**src/rtl/core/ptsb_pkg.sv**
```systemverilog
package ptsb_pkg;

   localparam int SLOTS_DEFAULT = 16;

   localparam logic [1:0] REQ_TICK   = 2'd0;
   localparam logic [1:0] REQ_ADD    = 2'd1;
   localparam logic [1:0] REQ_REMOVE = 2'd2;

   localparam logic [2:0] STATUS_FIRED    = 3'd0;
   localparam logic [2:0] STATUS_IDLE     = 3'd1;
   localparam logic [2:0] STATUS_ADDED    = 3'd2;
   localparam logic [2:0] STATUS_ADD_FAIL = 3'd3;
   localparam logic [2:0] STATUS_REMOVED  = 3'd4;
   localparam logic [2:0] STATUS_FREE     = 3'd5;

   typedef enum logic [1:0] {
      EMIT_NONE,
      EMIT_TICK_END,
      EMIT_FAIL,
      EMIT_REMOVE
   } emit_type;

   typedef struct packed {
      logic     capture;
      logic     now_inc;
      logic     scan_clear;
      logic     tick_step;
      logic     add_next;
      logic     add_claim;
      emit_type emit;
   } cmd_type;

   typedef struct packed {
      logic out_room;
      logic scan_done;
      logic add_hit;
      logic add_end;
      logic interval_zero;
   } sts_type;

endpackage

```
**src/rtl/core/periodic_timer_slot_bank_unit.sv**
```systemverilog
// Channel   Handshake             Payload
// req       req_valid/req_stall   req_type, req_slot_index, req_interval_ms
// rsp       rsp_valid/rsp_stall   rsp_status, rsp_slot, rsp_last
//
// Tick: the scan steps one slot a cycle through the due RAM while the output register has room.
// Add: walks the used bits up to the lowest free slot.
// Remove clears the slot's used bit if set. One transaction is in the block at a time; req_stall is high meanwhile.
// Synchronous reset clears time, used bits and handshake state; no clearing pass.
// rsp_stall, while a result is waiting, holds the scan and the output register.
module periodic_timer_slot_bank_unit import ptsb_pkg::*; #(
   parameter int SLOTS = SLOTS_DEFAULT
) (
   input  logic        clock,
   input  logic        reset,
   input  logic        req_valid,
   output logic        req_stall,
   input  logic [1:0]  req_type,
   input  logic [3:0]  req_slot_index,
   input  logic [30:0] req_interval_ms,
   output logic        rsp_valid,
   input  logic        rsp_stall,
   output logic [2:0]  rsp_status,
   output logic [3:0]  rsp_slot,
   output logic        rsp_last
);

   cmd_type cmd;
   sts_type sts;

   ptsb_ctrl u_ctrl (
      .clock     (clock),
      .reset     (reset),
      .req_valid (req_valid),
      .req_type  (req_type),
      .req_stall (req_stall),
      .cmd       (cmd),
      .sts       (sts)
   );

   ptsb_dp #(
      .SLOTS (SLOTS)
   ) u_dp (
      .clock           (clock),
      .reset           (reset),
      .req_slot_index  (req_slot_index),
      .req_interval_ms (req_interval_ms),
      .cmd             (cmd),
      .sts             (sts),
      .rsp_valid       (rsp_valid),
      .rsp_stall       (rsp_stall),
      .rsp_status      (rsp_status),
      .rsp_slot        (rsp_slot),
      .rsp_last        (rsp_last)
   );

endmodule

```
**src/rtl/core/ptsb_ram.sv**
```systemverilog
module ptsb_ram #(
   parameter int WIDTH = 32,
   parameter int DEPTH = 16
) (
   input  logic                                     clock,
   input  logic                                     wr_en,
   input  logic [((DEPTH > 1) ? $clog2(DEPTH) : 1)-1:0] wr_addr,
   input  logic [WIDTH-1:0]                         wr_data,
   input  logic                                     rd_en,
   input  logic [((DEPTH > 1) ? $clog2(DEPTH) : 1)-1:0] rd_addr,
   output logic [WIDTH-1:0]                         rd_data
);

   logic [WIDTH-1:0] mem_ff [DEPTH];
   logic [WIDTH-1:0] rd_data_ff;

   always_ff @(posedge clock) begin
      if (wr_en) begin
         mem_ff[wr_addr] <= wr_data;
      end
      if (rd_en) begin
         rd_data_ff <= mem_ff[rd_addr];
      end
   end

   assign rd_data = rd_data_ff;

endmodule

```
**src/rtl/core/ptsb_ctrl.sv**
```systemverilog
module ptsb_ctrl import ptsb_pkg::*; (
   input  logic       clock,
   input  logic       reset,
   input  logic       req_valid,
   input  logic [1:0] req_type,
   output logic       req_stall,
   output cmd_type    cmd,
   input  sts_type    sts
);

   typedef enum logic [2:0] {
      ST_IDLE,
      ST_TICK,
      ST_ADD,
      ST_FAIL,
      ST_REMOVE
   } state_type;

   state_type state_ff;
   state_type state_in;

   assign req_stall = (state_ff != ST_IDLE);

   always_comb begin
      state_in = state_ff;
      cmd      = '0;
      cmd.emit = EMIT_NONE;
      case (state_ff)
         ST_IDLE: begin
            if (req_valid) begin
               cmd.capture = 1'b1;
               case (req_type)
                  REQ_TICK: begin
                     cmd.now_inc    = 1'b1;
                     cmd.scan_clear = 1'b1;
                     state_in       = ST_TICK;
                  end
                  REQ_ADD: begin
                     cmd.scan_clear = 1'b1;
                     state_in       = ST_ADD;
                  end
                  REQ_REMOVE: begin
                     state_in = ST_REMOVE;
                  end
                  default: begin
                     state_in = ST_IDLE;
                  end
               endcase
            end
         end
         ST_TICK: begin
            if (sts.out_room) begin
               if (sts.scan_done) begin
                  cmd.emit = EMIT_TICK_END;
                  state_in = ST_IDLE;
               end else begin
                  cmd.tick_step = 1'b1;
               end
            end
         end
         ST_ADD: begin
            if (sts.interval_zero || sts.add_end) begin
               state_in = ST_FAIL;
            end else if (sts.add_hit) begin
               if (sts.out_room) begin
                  cmd.add_claim = 1'b1;
                  state_in      = ST_IDLE;
               end
            end else begin
               cmd.add_next = 1'b1;
            end
         end
         ST_FAIL: begin
            if (sts.out_room) begin
               cmd.emit = EMIT_FAIL;
               state_in = ST_IDLE;
            end
         end
         ST_REMOVE: begin
            if (sts.out_room) begin
               cmd.emit = EMIT_REMOVE;
               state_in = ST_IDLE;
            end
         end
         default: begin
            state_in = ST_IDLE;
         end
      endcase
   end

   always_ff @(posedge clock) begin
      if (reset) begin
         state_ff <= ST_IDLE;
      end else begin
         state_ff <= state_in;
      end
   end

endmodule

```
**src/rtl/core/ptsb_dp.sv**
```systemverilog
module ptsb_dp import ptsb_pkg::*; #(
   parameter int SLOTS = SLOTS_DEFAULT
) (
   input  logic        clock,
   input  logic        reset,
   input  logic [3:0]  req_slot_index,
   input  logic [30:0] req_interval_ms,
   input  cmd_type     cmd,
   output sts_type     sts,
   output logic        rsp_valid,
   input  logic        rsp_stall,
   output logic [2:0]  rsp_status,
   output logic [3:0]  rsp_slot,
   output logic        rsp_last
);

   localparam int IDXW = (SLOTS > 1) ? $clog2(SLOTS) : 1;
   localparam int CW   = $clog2(SLOTS + 1);

   logic [31:0]      now_ff, now_in;
   logic [SLOTS-1:0] used_ff, used_in;
   logic [CW-1:0]    rd_idx_ff, rd_idx_in;
   logic             ev_valid_ff, ev_valid_in;
   logic [IDXW-1:0]  ev_idx_ff, ev_idx_in;
   logic             pend_valid_ff, pend_valid_in;
   logic [IDXW-1:0]  pend_idx_ff, pend_idx_in;
   logic [3:0]       idx_ff, idx_in;
   logic [30:0]      ival_ff, ival_in;
   logic             rsp_valid_ff, rsp_valid_in;
   logic [2:0]       rsp_status_ff, rsp_status_in;
   logic [3:0]       rsp_slot_ff, rsp_slot_in;
   logic             rsp_last_ff, rsp_last_in;

   logic             due_wr_en;
   logic [IDXW-1:0]  due_wr_addr;
   logic [31:0]      due_wr_data;
   logic [31:0]      due_rd_data;
   logic             per_wr_en;
   logic [30:0]      per_rd_data;
   logic             rd_en;
   logic [IDXW-1:0]  rd_addr;

   logic [IDXW-1:0]  aidx;
   logic [IDXW+3:0]  aidx_ext;
   logic [IDXW+3:0]  pend_ext;
   logic [IDXW+3:0]  rm_ext;
   logic [IDXW-1:0]  rm_idx;
   logic             rm_hit;
   logic [31:0]      diff;
   logic             fire;
   logic             at_end;

   assign aidx     = rd_idx_ff[IDXW-1:0];
   assign aidx_ext = {4'b0000, aidx};
   assign pend_ext = {4'b0000, pend_idx_ff};
   assign rm_ext   = {{IDXW{1'b0}}, idx_ff};
   assign rm_idx   = rm_ext[IDXW-1:0];
   assign rm_hit   = (rm_ext < (IDXW + 4)'(SLOTS)) && used_ff[rm_idx];
   assign at_end   = (rd_idx_ff == CW'(SLOTS));
   assign diff     = due_rd_data - now_ff;
   assign fire     = used_ff[ev_idx_ff] && ((diff == 32'd0) || diff[31]);
   assign rd_addr  = rd_idx_ff[IDXW-1:0];

   assign sts.out_room      = !rsp_valid_ff || !rsp_stall;
   assign sts.scan_done     = at_end && !ev_valid_ff;
   assign sts.add_end       = at_end;
   assign sts.add_hit       = !at_end && !used_ff[aidx];
   assign sts.interval_zero = (ival_ff == 31'd0);

   always_comb begin
      now_in        = now_ff;
      used_in       = used_ff;
      rd_idx_in     = rd_idx_ff;
      ev_valid_in   = ev_valid_ff;
      ev_idx_in     = ev_idx_ff;
      pend_valid_in = pend_valid_ff;
      pend_idx_in   = pend_idx_ff;
      idx_in        = idx_ff;
      ival_in       = ival_ff;
      rsp_valid_in  = rsp_valid_ff;
      rsp_status_in = rsp_status_ff;
      rsp_slot_in   = rsp_slot_ff;
      rsp_last_in   = rsp_last_ff;
      due_wr_en     = 1'b0;
      due_wr_addr   = aidx;
      due_wr_data   = now_ff + {1'b0, ival_ff};
      per_wr_en     = 1'b0;
      rd_en         = 1'b0;

      if (rsp_valid_ff && !rsp_stall) begin
         rsp_valid_in = 1'b0;
      end

      if (cmd.capture) begin
         idx_in  = req_slot_index;
         ival_in = req_interval_ms;
      end

      if (cmd.now_inc) begin
         now_in = now_ff + 32'd1;
      end

      if (cmd.scan_clear) begin
         rd_idx_in     = '0;
         ev_valid_in   = 1'b0;
         pend_valid_in = 1'b0;
      end

      if (cmd.tick_step) begin
         if (!at_end) begin
            rd_en       = 1'b1;
            rd_idx_in   = rd_idx_ff + CW'(1);
            ev_valid_in = 1'b1;
            ev_idx_in   = rd_addr;
         end else begin
            ev_valid_in = 1'b0;
         end
         if (ev_valid_ff && fire) begin
            due_wr_en   = 1'b1;
            due_wr_addr = ev_idx_ff;
            due_wr_data = due_rd_data + {1'b0, per_rd_data};
            if (pend_valid_ff) begin
               rsp_valid_in  = 1'b1;
               rsp_status_in = STATUS_FIRED;
               rsp_slot_in   = pend_ext[3:0];
               rsp_last_in   = 1'b0;
            end
            pend_valid_in = 1'b1;
            pend_idx_in   = ev_idx_ff;
         end
      end

      if (cmd.add_next) begin
         rd_idx_in = rd_idx_ff + CW'(1);
      end

      if (cmd.add_claim) begin
         used_in[aidx] = 1'b1;
         per_wr_en     = 1'b1;
         due_wr_en     = 1'b1;
         rsp_valid_in  = 1'b1;
         rsp_status_in = STATUS_ADDED;
         rsp_slot_in   = aidx_ext[3:0];
         rsp_last_in   = 1'b1;
      end

      case (cmd.emit)
         EMIT_TICK_END: begin
            rsp_valid_in = 1'b1;
            rsp_last_in  = 1'b1;
            if (pend_valid_ff) begin
               rsp_status_in = STATUS_FIRED;
               rsp_slot_in   = pend_ext[3:0];
               pend_valid_in = 1'b0;
            end else begin
               rsp_status_in = STATUS_IDLE;
               rsp_slot_in   = 4'd0;
            end
         end
         EMIT_FAIL: begin
            rsp_valid_in  = 1'b1;
            rsp_status_in = STATUS_ADD_FAIL;
            rsp_slot_in   = 4'd0;
            rsp_last_in   = 1'b1;
         end
         EMIT_REMOVE: begin
            rsp_valid_in = 1'b1;
            rsp_slot_in  = idx_ff;
            rsp_last_in  = 1'b1;
            if (rm_hit) begin
               used_in[rm_idx] = 1'b0;
               rsp_status_in   = STATUS_REMOVED;
            end else begin
               rsp_status_in = STATUS_FREE;
            end
         end
         default: begin
         end
      endcase
   end

   always_ff @(posedge clock) begin
      if (reset) begin
         now_ff        <= '0;
         used_ff       <= '0;
         rd_idx_ff     <= '0;
         ev_valid_ff   <= 1'b0;
         pend_valid_ff <= 1'b0;
         rsp_valid_ff  <= 1'b0;
      end else begin
         now_ff        <= now_in;
         used_ff       <= used_in;
         rd_idx_ff     <= rd_idx_in;
         ev_valid_ff   <= ev_valid_in;
         pend_valid_ff <= pend_valid_in;
         rsp_valid_ff  <= rsp_valid_in;
      end
   end

   always_ff @(posedge clock) begin
      ev_idx_ff     <= ev_idx_in;
      pend_idx_ff   <= pend_idx_in;
      idx_ff        <= idx_in;
      ival_ff       <= ival_in;
      rsp_status_ff <= rsp_status_in;
      rsp_slot_ff   <= rsp_slot_in;
      rsp_last_ff   <= rsp_last_in;
   end

   ptsb_ram #(
      .WIDTH (32),
      .DEPTH (SLOTS)
   ) u_due_ram (
      .clock   (clock),
      .wr_en   (due_wr_en),
      .wr_addr (due_wr_addr),
      .wr_data (due_wr_data),
      .rd_en   (rd_en),
      .rd_addr (rd_addr),
      .rd_data (due_rd_data)
   );

   ptsb_ram #(
      .WIDTH (31),
      .DEPTH (SLOTS)
   ) u_period_ram (
      .clock   (clock),
      .wr_en   (per_wr_en),
      .wr_addr (aidx),
      .wr_data (ival_ff),
      .rd_en   (rd_en),
      .rd_addr (rd_addr),
      .rd_data (per_rd_data)
   );

   assign rsp_valid  = rsp_valid_ff;
   assign rsp_status = rsp_status_ff;
   assign rsp_slot   = rsp_slot_ff;
   assign rsp_last   = rsp_last_ff;

`ifndef ASSERT_OFF
   a_emit_room: assert property (@(posedge clock) disable iff (reset)
      (cmd.tick_step || cmd.add_claim || (cmd.emit != EMIT_NONE)) |-> sts.out_room)
      else $error("result loaded without room in output register");

   a_scan_bound: assert property (@(posedge clock) disable iff (reset)
      rd_idx_ff <= CW'(SLOTS))
      else $error("scan index beyond slot count");

   a_now_inc: assert property (@(posedge clock) disable iff (reset)
      cmd.now_inc |=> (now_ff == $past(now_ff) + 32'd1))
      else $error("time counter did not advance on tick");

   a_scan_clear: assert property (@(posedge clock) disable iff (reset)
      cmd.scan_clear |=> (!pend_valid_ff && !ev_valid_ff && (rd_idx_ff == '0)))
      else $error("scan state not cleared at start of transaction");
`endif

endmodule
```
**config.mk**
```make
export PLATFORM = sky130hd
export DESIGN_NAME = periodic_timer_slot_bank_unit
export DESIGN_NICKNAME = d
export VERILOG_FILES = /design/src/rtl/core/ptsb_pkg.sv /design/src/rtl/core/periodic_timer_slot_bank_unit.sv /design/src/rtl/core/ptsb_ram.sv /design/src/rtl/core/ptsb_ctrl.sv /design/src/rtl/core/ptsb_dp.sv
export SDC_FILE = /design/constraint.sdc
export NUM_CORES = 1
export LEC_CHECK = 0
export BUFFER_PORTS_ARGS = -buffer_cell sky130_fd_sc_hd__buf_2
export CAP_MARGIN = 15
export CORE_MARGIN = 5
export CORE_UTILIZATION = 50
export DETAILED_ROUTE_END_ITERATION = 7
export PLACE_DENSITY = 0.65
export REMOVE_ABC_BUFFERS = 1
export SYNTH_ARGS = -nofsm -noshare
export SYNTH_HDL_FRONTEND = slang
export SYNTH_SLANG_ARGS = --single-unit
```
**constraint.sdc**
```tcl
create_clock -name clock -period 16.95 [get_ports clock]
set_clock_uncertainty 0.15 [all_clocks]
set_input_delay 5.085 -clock clock [delete_from_list [all_inputs] [get_ports clock]]
set_output_delay 5.085 -clock clock [all_outputs]
set_load 0.02 [all_outputs]
```
**Word-level counts from Yosys, hierarchy flattened**

Memories as Yosys holds them, arrays and structs flattened. A register that Yosys moved wholly into a read port is not among the register bits.
Index checks and enable logic that the tools add are counted.

- Output and inout port bits: 10
- Input bits: 41
- Bits in latches: 0
- Memories kept: 2
- Memory bits (read-only): 0
- Bits in registers: 110
- Bits in writable memories: 1008

Memories:

| name | depth | bits a word | read ports | clocked after Yosys merged registers in | write ports | line | RTL |
|---|---|---|---|---|---|---|---|
| u_dp.u_due_ram.mem_ff | 16 | 32 | 1 | 1 | 1 | ptsb_ram.sv:14 | `logic [WIDTH-1:0] mem_ff [DEPTH];` |
| u_dp.u_period_ram.mem_ff | 16 | 31 | 1 | 1 | 1 | ptsb_ram.sv:14 |  |

- Eq/ne operators: 14
- Reductions and logical operators: 34
- Add/subtract/negate cells: 5
- Bitwise logic cells: 4
- Multipliers: 0
- Multiplexer cells: 82
- Magnitude comparators: 6
- Shift-type cells: 0
- Div/mod/pow operators: 0

Operators by type and width:

| cell | number |
|---|---|
| $add 32x31->32 | 2 |
| $mux 32 | 2 |
| $mux 16 | 3 |
| $mux 1 | 39 |
| $mux 3 | 12 |
| $add 32x1->32 const B | 1 |
| $logic_not 32->1 | 1 |
| $sub 32x32->32 | 1 |
| $logic_not 31->1 | 1 |
| $mux 4 | 7 |
| $lt 4x5->1 const B | 4 |
| $mux 5 | 4 |
| $pmux 3 s3 | 2 |
| $and 16x16->16 | 1 |
| $not 16->16 | 1 |
| $or 16x16->16 | 1 |
| $reduce_bool 5->1 | 3 |
| $bmux 1 s4 | 3 |
| $pmux 3 s4 | 1 |
| $pmux 4 s3 | 1 |
| $mux 2 | 5 |
| $demux 1 s4 | 2 |
| $ge 4x1->1 const B | 2 |
| $logic_and 1x1->1 | 8 |
| other kinds (23) | 38 |

**Longest topological paths before layout**

- Word-level depth: 11
- Gate-level depth with buffers: 16
- Mapped depth without buffers: 14

**Cells and area by module**

From an unflattened synthesis, not the netlist that was laid out.

- Cell total of the unflattened synthesis: 2843
- Area, all modules: 50009.2 um^2

Modules (own cells, without submodules):

| module | instances | sequential area each (um^2) | area each (um^2) | cells an instance |
|---|---|---|---|---|
| ptsb_ram (u_dp.u_due_ram) | 1 | 16335.7 | 20155.6 | 838 |
| ptsb_ram (u_dp.u_period_ram) | 1 | 15825.2 | 19558.8 | 812 |
| ptsb_dp | 1 | 2642.5 | 9998.3 | 1150 |
| ptsb_ctrl | 1 | 60.1 | 296.5 | 43 |

**Worst setup path after synthesis**

No wires, ideal clock.

- Kind: input-to-reg
- Start point: input port rsp_stall
- End point: register u_dp.rd_idx_ff[3]
- Slack: 7668 ps
- Buffers on the path: 1
- Arrival: 9061 ps
- Stages: 7
- Library setup time: 71 ps
- Cell sequence: nand2_1 > nand2_1 > nor2_1 > nor2b_1 > clkbuf_1 > or3_1 > a21oi_1

- Word-level cells in the longest chain between the ends: 6

RTL lines:

| element | line | RTL |
|---|---|---|
| start: declaration | periodic_timer_slot_bank_unit.sv:21 | `input logic rsp_stall,` |
| $logic_not 1->1 | ptsb_dp.sv:64 | `assign sts.out_room = !rsp_valid_ff \|\| !rsp_stall;` |
| $logic_or 1x1->1 | ptsb_dp.sv:64 |  |
| $mux 1 | ptsb_ctrl.sv:52 | `if (sts.out_room) begin` |
| $mux 1 | ptsb_ctrl.sv:28 | `case (state_ff)` |
| $mux 5 | ptsb_dp.sv:109 | `if (cmd.tick_step) begin` |
| $mux 5 | ptsb_dp.sv:133 | `if (cmd.add_next) begin` |
| end signal: assignment | ptsb_dp.sv:193 | `rd_idx_ff <= rd_idx_in;` |
| end: declaration | ptsb_dp.sv:22 | `logic [CW-1:0] rd_idx_ff, rd_idx_in;` |

No other way between the ends.
A chain may end at the register's enable or synchronous reset.

**Final worst setup path**

- Start point: input port rsp_stall
- End point: memory u_dp.u_period_ram.mem_ff[4][27], in the netlist u_dp.u_period_ram.mem_ff[2][27], enable pin

- Word-level cells in the longest chain between the ends: 9

RTL lines:

| element | line | RTL |
|---|---|---|
| $logic_not 1->1 | ptsb_dp.sv:64 |  |
| $logic_or 1x1->1 | ptsb_dp.sv:64 |  |
| $mux 1 | ptsb_ctrl.sv:65 | `if (sts.out_room) begin` |
| $mux 1 | ptsb_ctrl.sv:64 | `end else if (sts.add_hit) begin` |
| $mux 2 | ptsb_ctrl.sv:62 | `if (sts.interval_zero \|\| sts.add_end) begin` |
| $mux 2 | ptsb_ctrl.sv:28 |  |
| $mux 1 | ptsb_dp.sv:137 | `if (cmd.add_claim) begin` |
| $mux 1 | ptsb_ram.sv:18 | `if (wr_en) begin` |
| $mux 1 (not written as such) | ptsb_ram.sv:19 | `mem_ff[wr_addr] <= wr_data;` |
| end: declaration | ptsb_ram.sv:14 |  |

No other way between the ends.

==> run_results.csv <==
group,metric,value,unit
worst_setup_path,worstPathArrival,8190,ps
worst_setup_path,worstPathMaxFanout,24,
place,hpwl,77100,um
sta,finalSetupTns,0,ps
yosys,synthTopCellsByCount,"edfxtp_1, mux4_2, nor2_1",
cts,clkTransAtPathRegs,60,ps
yosys,synth_ff_type,"edfxtp_1",
cells_and_area,final_util,0.563,
floorplanning,core,99700,um2
floorplanning,initial_core_util,0.502,
floorplanning,fp.dieW,327,um
global_routing,grt_max_degree,151,
cts,cts_buffers,117,
detailed_routing,postRouteWirelength,127000,um
pwr,p_per_area,111,nW/um2
sta,tightest_slew,1180,ps
cts,cts.sinks,1181,
floorplanning,die_area,107000,um2
detailed_routing,drt_iter0_markers,3251,
sta,finalCriticalPeriod,7980,ps
worst_setup_path,critPathLaunchType,"input pin",
floorplanning,rows,116,
sta,maxSlewHeadroom,0.212,
cells_and_area,fin_nets,3018,
cts,cts_tree,"done",
yosys,synth_area,50100,um2
yosys,synth_most_common_cell,"edfxtp_1",
cts,cts_buffer_depth,3,
global_routing,grt_use_total,0.237,
yosys,yosysWarningCount,0,
yosys,avgSynthCellArea,18.2,um2
yosys,synthDistinctLibCells,74,
pwr,peakVddDrop,0.0851,mV
cells_and_area,areaGrowthSynthToFinish,12.0,%
detailed_routing,avgRoutedWirePerCell,29.7,um
yosys,synth_top_area_cell,"edfxtp_1",
status,status,"finished, final reports clean",
detailed_routing,drtPass1Iterations,6,
global_routing,grt_pass1_wl,185000,um
yosys,synth_top_area_share,0.672,
detailed_routing,vias,27085,
cells_and_area,seq_area,34900,um2
global_routing,first_global_vias,26880,
sta,setup_ws,8970,ps
cts,holdBufCountCts,0,
sta,hold_viol_final,0,
cts,h-tree-depth,3,
global_routing,grt_antenna_before_repair,3,
cts,clockRootBuffer,"clkbuf_16",
pwr,finalPower,6.21,mW
place,dpl.cell_count,4046,
cells_and_area,drive_gt1_frac,0.229,
worst_hold_path,min-delay-start,"u_dp.rsp_last",
cells_and_area,stdcell_count,4268,
worst_setup_path,critPathLaunch,"rsp_stall",
place,numPortBuffers,50,
floorplanning,ios,51,
detailed_routing,post_drt_via_cell_ratio,6.35,
worst_setup_path,crit_type,"in2reg",
worst_setup_path,cp-end-kind,"register",
cts,clock_latency,720,ps
cts,post_cts_buffers,0,
yosys,syn_inst,2748,
cts,cts_resized,0,
sta,setup_viol,0,
place,gp_congestion,0.912,
pwr,p_leak,17.8,nW
detailed_routing,ant_nets,0,
sta,rsz0062_at_grt,"false",
yosys,synth_area_leaders,"edfxtp_1, mux4_2, ha_1, dfxtp_1, a21oi_1",
yosys,ys_seq_area_frac,0.696,
sta,period_share,0.471,
place,post-place-ws,8270,ps
floorplanning,die_y,327,um
job,drv_cap,0,
yosys,async_flop_share,0,
yosys,ys_ff_latch,1181,
cells_and_area,nFillCells,7388,
worst_hold_path,hold_path_class,"reg2reg",
worst_setup_path,required,17160,ps
detailed_routing,drc_errors,0,
global_routing,grt.overflow.total,0,
sta,final-max-slew-violation-count,0,
yosys,synth_edf_count,1121,
sta,clock.fmax,125,MHz
worst_setup_path,r2r-start,"u_dp.now_ff[24]",
cells_and_area,multi_input_area,14800,um2
## cells in the final DEF, fill, tap and decap left out, types with 8 or more instances in the layout
| cell type | n |
|---|---|
| clkinv_1 | 24 |
| nor3_1 | 31 |
| and2_1 | 10 |
| a21oi_1 | 115 |
| nand3_1 | 42 |
| nand2_1 | 86 |
| mux4_2 | 328 |
| clkbuf_16 | 119 |
| a21o_1 | 42 |
| edfxtp_1 | 1121 |
| nor2_1 | 124 |
| xor2_1 | 33 |
| buf_4 | 72 |
| o21bai_1 | 10 |
| o21a_1 | 16 |
| bufinv_16 | 10 |
| clkbuf_1 | 21 |
| clkinv_2 | 26 |
| and3_1 | 21 |
| a2111oi_0 | 9 |
| buf_2 | 50 |
| nor2b_1 | 21 |
| nand2b_1 | 21 |
| a21oi_4 | 8 |
| a211oi_1 | 27 |
| inv_1 | 66 |
| or3_1 | 13 |
| ha_1 | 103 |
| nor2_4 | 13 |
| nor4_1 | 12 |
| nand4_1 | 14 |
| o21ai_0 | 63 |
| dfxtp_1 | 56 |
| mux2i_1 | 23 |
| a22oi_2 | 8 |
| xnor2_1 | 65 |
## cell families (layout without fill, tap and decap cells)
| logic type | Yosys count | in the layout | synth area share |
|---|---|---|---|
| other cells | 0 | 3 | 0 |
| fa+ha+maj | 106 | 106 | 0.0269 |
| xor+xnor | 98 | 98 | 0.0171 |
| flops | 1181 | 1181 | 0.696 |
| buf+inv | 185 | 404 | 0.0143 |
| simple gates | 447 | 447 | 0.0440 |
| compound gates | 376 | 376 | 0.0488 |
| mux | 355 | 355 | 0.153 |
## path summary, 6_finish.rpt
path	end	slack (ps)	depth (start not counted)
worst max-delay path	u_dp.u_period_ram.mem_ff[2][27]	8970	7
worst min-delay path	u_dp.rsp_last	360	1
worst max register to register	u_dp.u_due_ram.mem_ff[5][29]	10790	15
worst min register to register	u_dp.rsp_last	360	1
## through the flow
stage | area, um2 | hold slack (ps)
detailed placement | 52300 | 333
floorplan | 49600 | 319
global placement | 52300 | 330
global route | 56100 | 372
finish | 56100 | 358
CTS | 56100 | 348
## per-layer routing
layer	wire length (um)	GRT usage
met1	51800	0.337
met2	61400	0.381
met3	10100	0.0434
met4	3320	0.0701
met5	41	0
## sequential cells by signal (all words and copies together) (netlist names), 4 cells and up
name                       cells
u_dp.u_due_ram.mem_ff        512
u_dp.u_period_ram.mem_ff     496
u_dp.now_ff                   32
u_dp.u_due_ram.rd_data        32
u_dp.ival_ff                  31
u_dp.u_period_ram.rd_data     31
u_dp.used_ff                  16
u_dp.rd_idx_ff                 5
u_dp.ev_idx_ff                 4
u_dp.idx_ff                    4
u_dp.pend_idx_ff               4
u_dp.rsp_slot                  4
## power breakdown
part / internal [mW] / switching, mW / leakage, nW / total, mW
clock: 1.44 / 1.09 / 1.83 / 2.53
sequential: 3.25 / 0.0458 / 10.6 / 3.29
combinational: 0.158 / 0.232 / 5.36 / 0.390
## area by class of cell
type,instances,share of cell area
Antenna cell,3,0.000134
Clock buffer,140,0.0545
Clock inverter,75,0.0124
Inverter,66,0.00442
Multi-Input combinational cell,1382,0.263
Sequential cell,1181,0.622
Tap cell,1298,0.0289
Timing Repair Buffer,123,0.0145
## critical path, cell delays in order
cell	delay, ps
buf_2	110
and2_1	190
nor4_2	890
buf_4	340
nand2_1	240
nor3_2	750
buf_4	560
No activity file was read; power rests on OpenSTA's default activity.
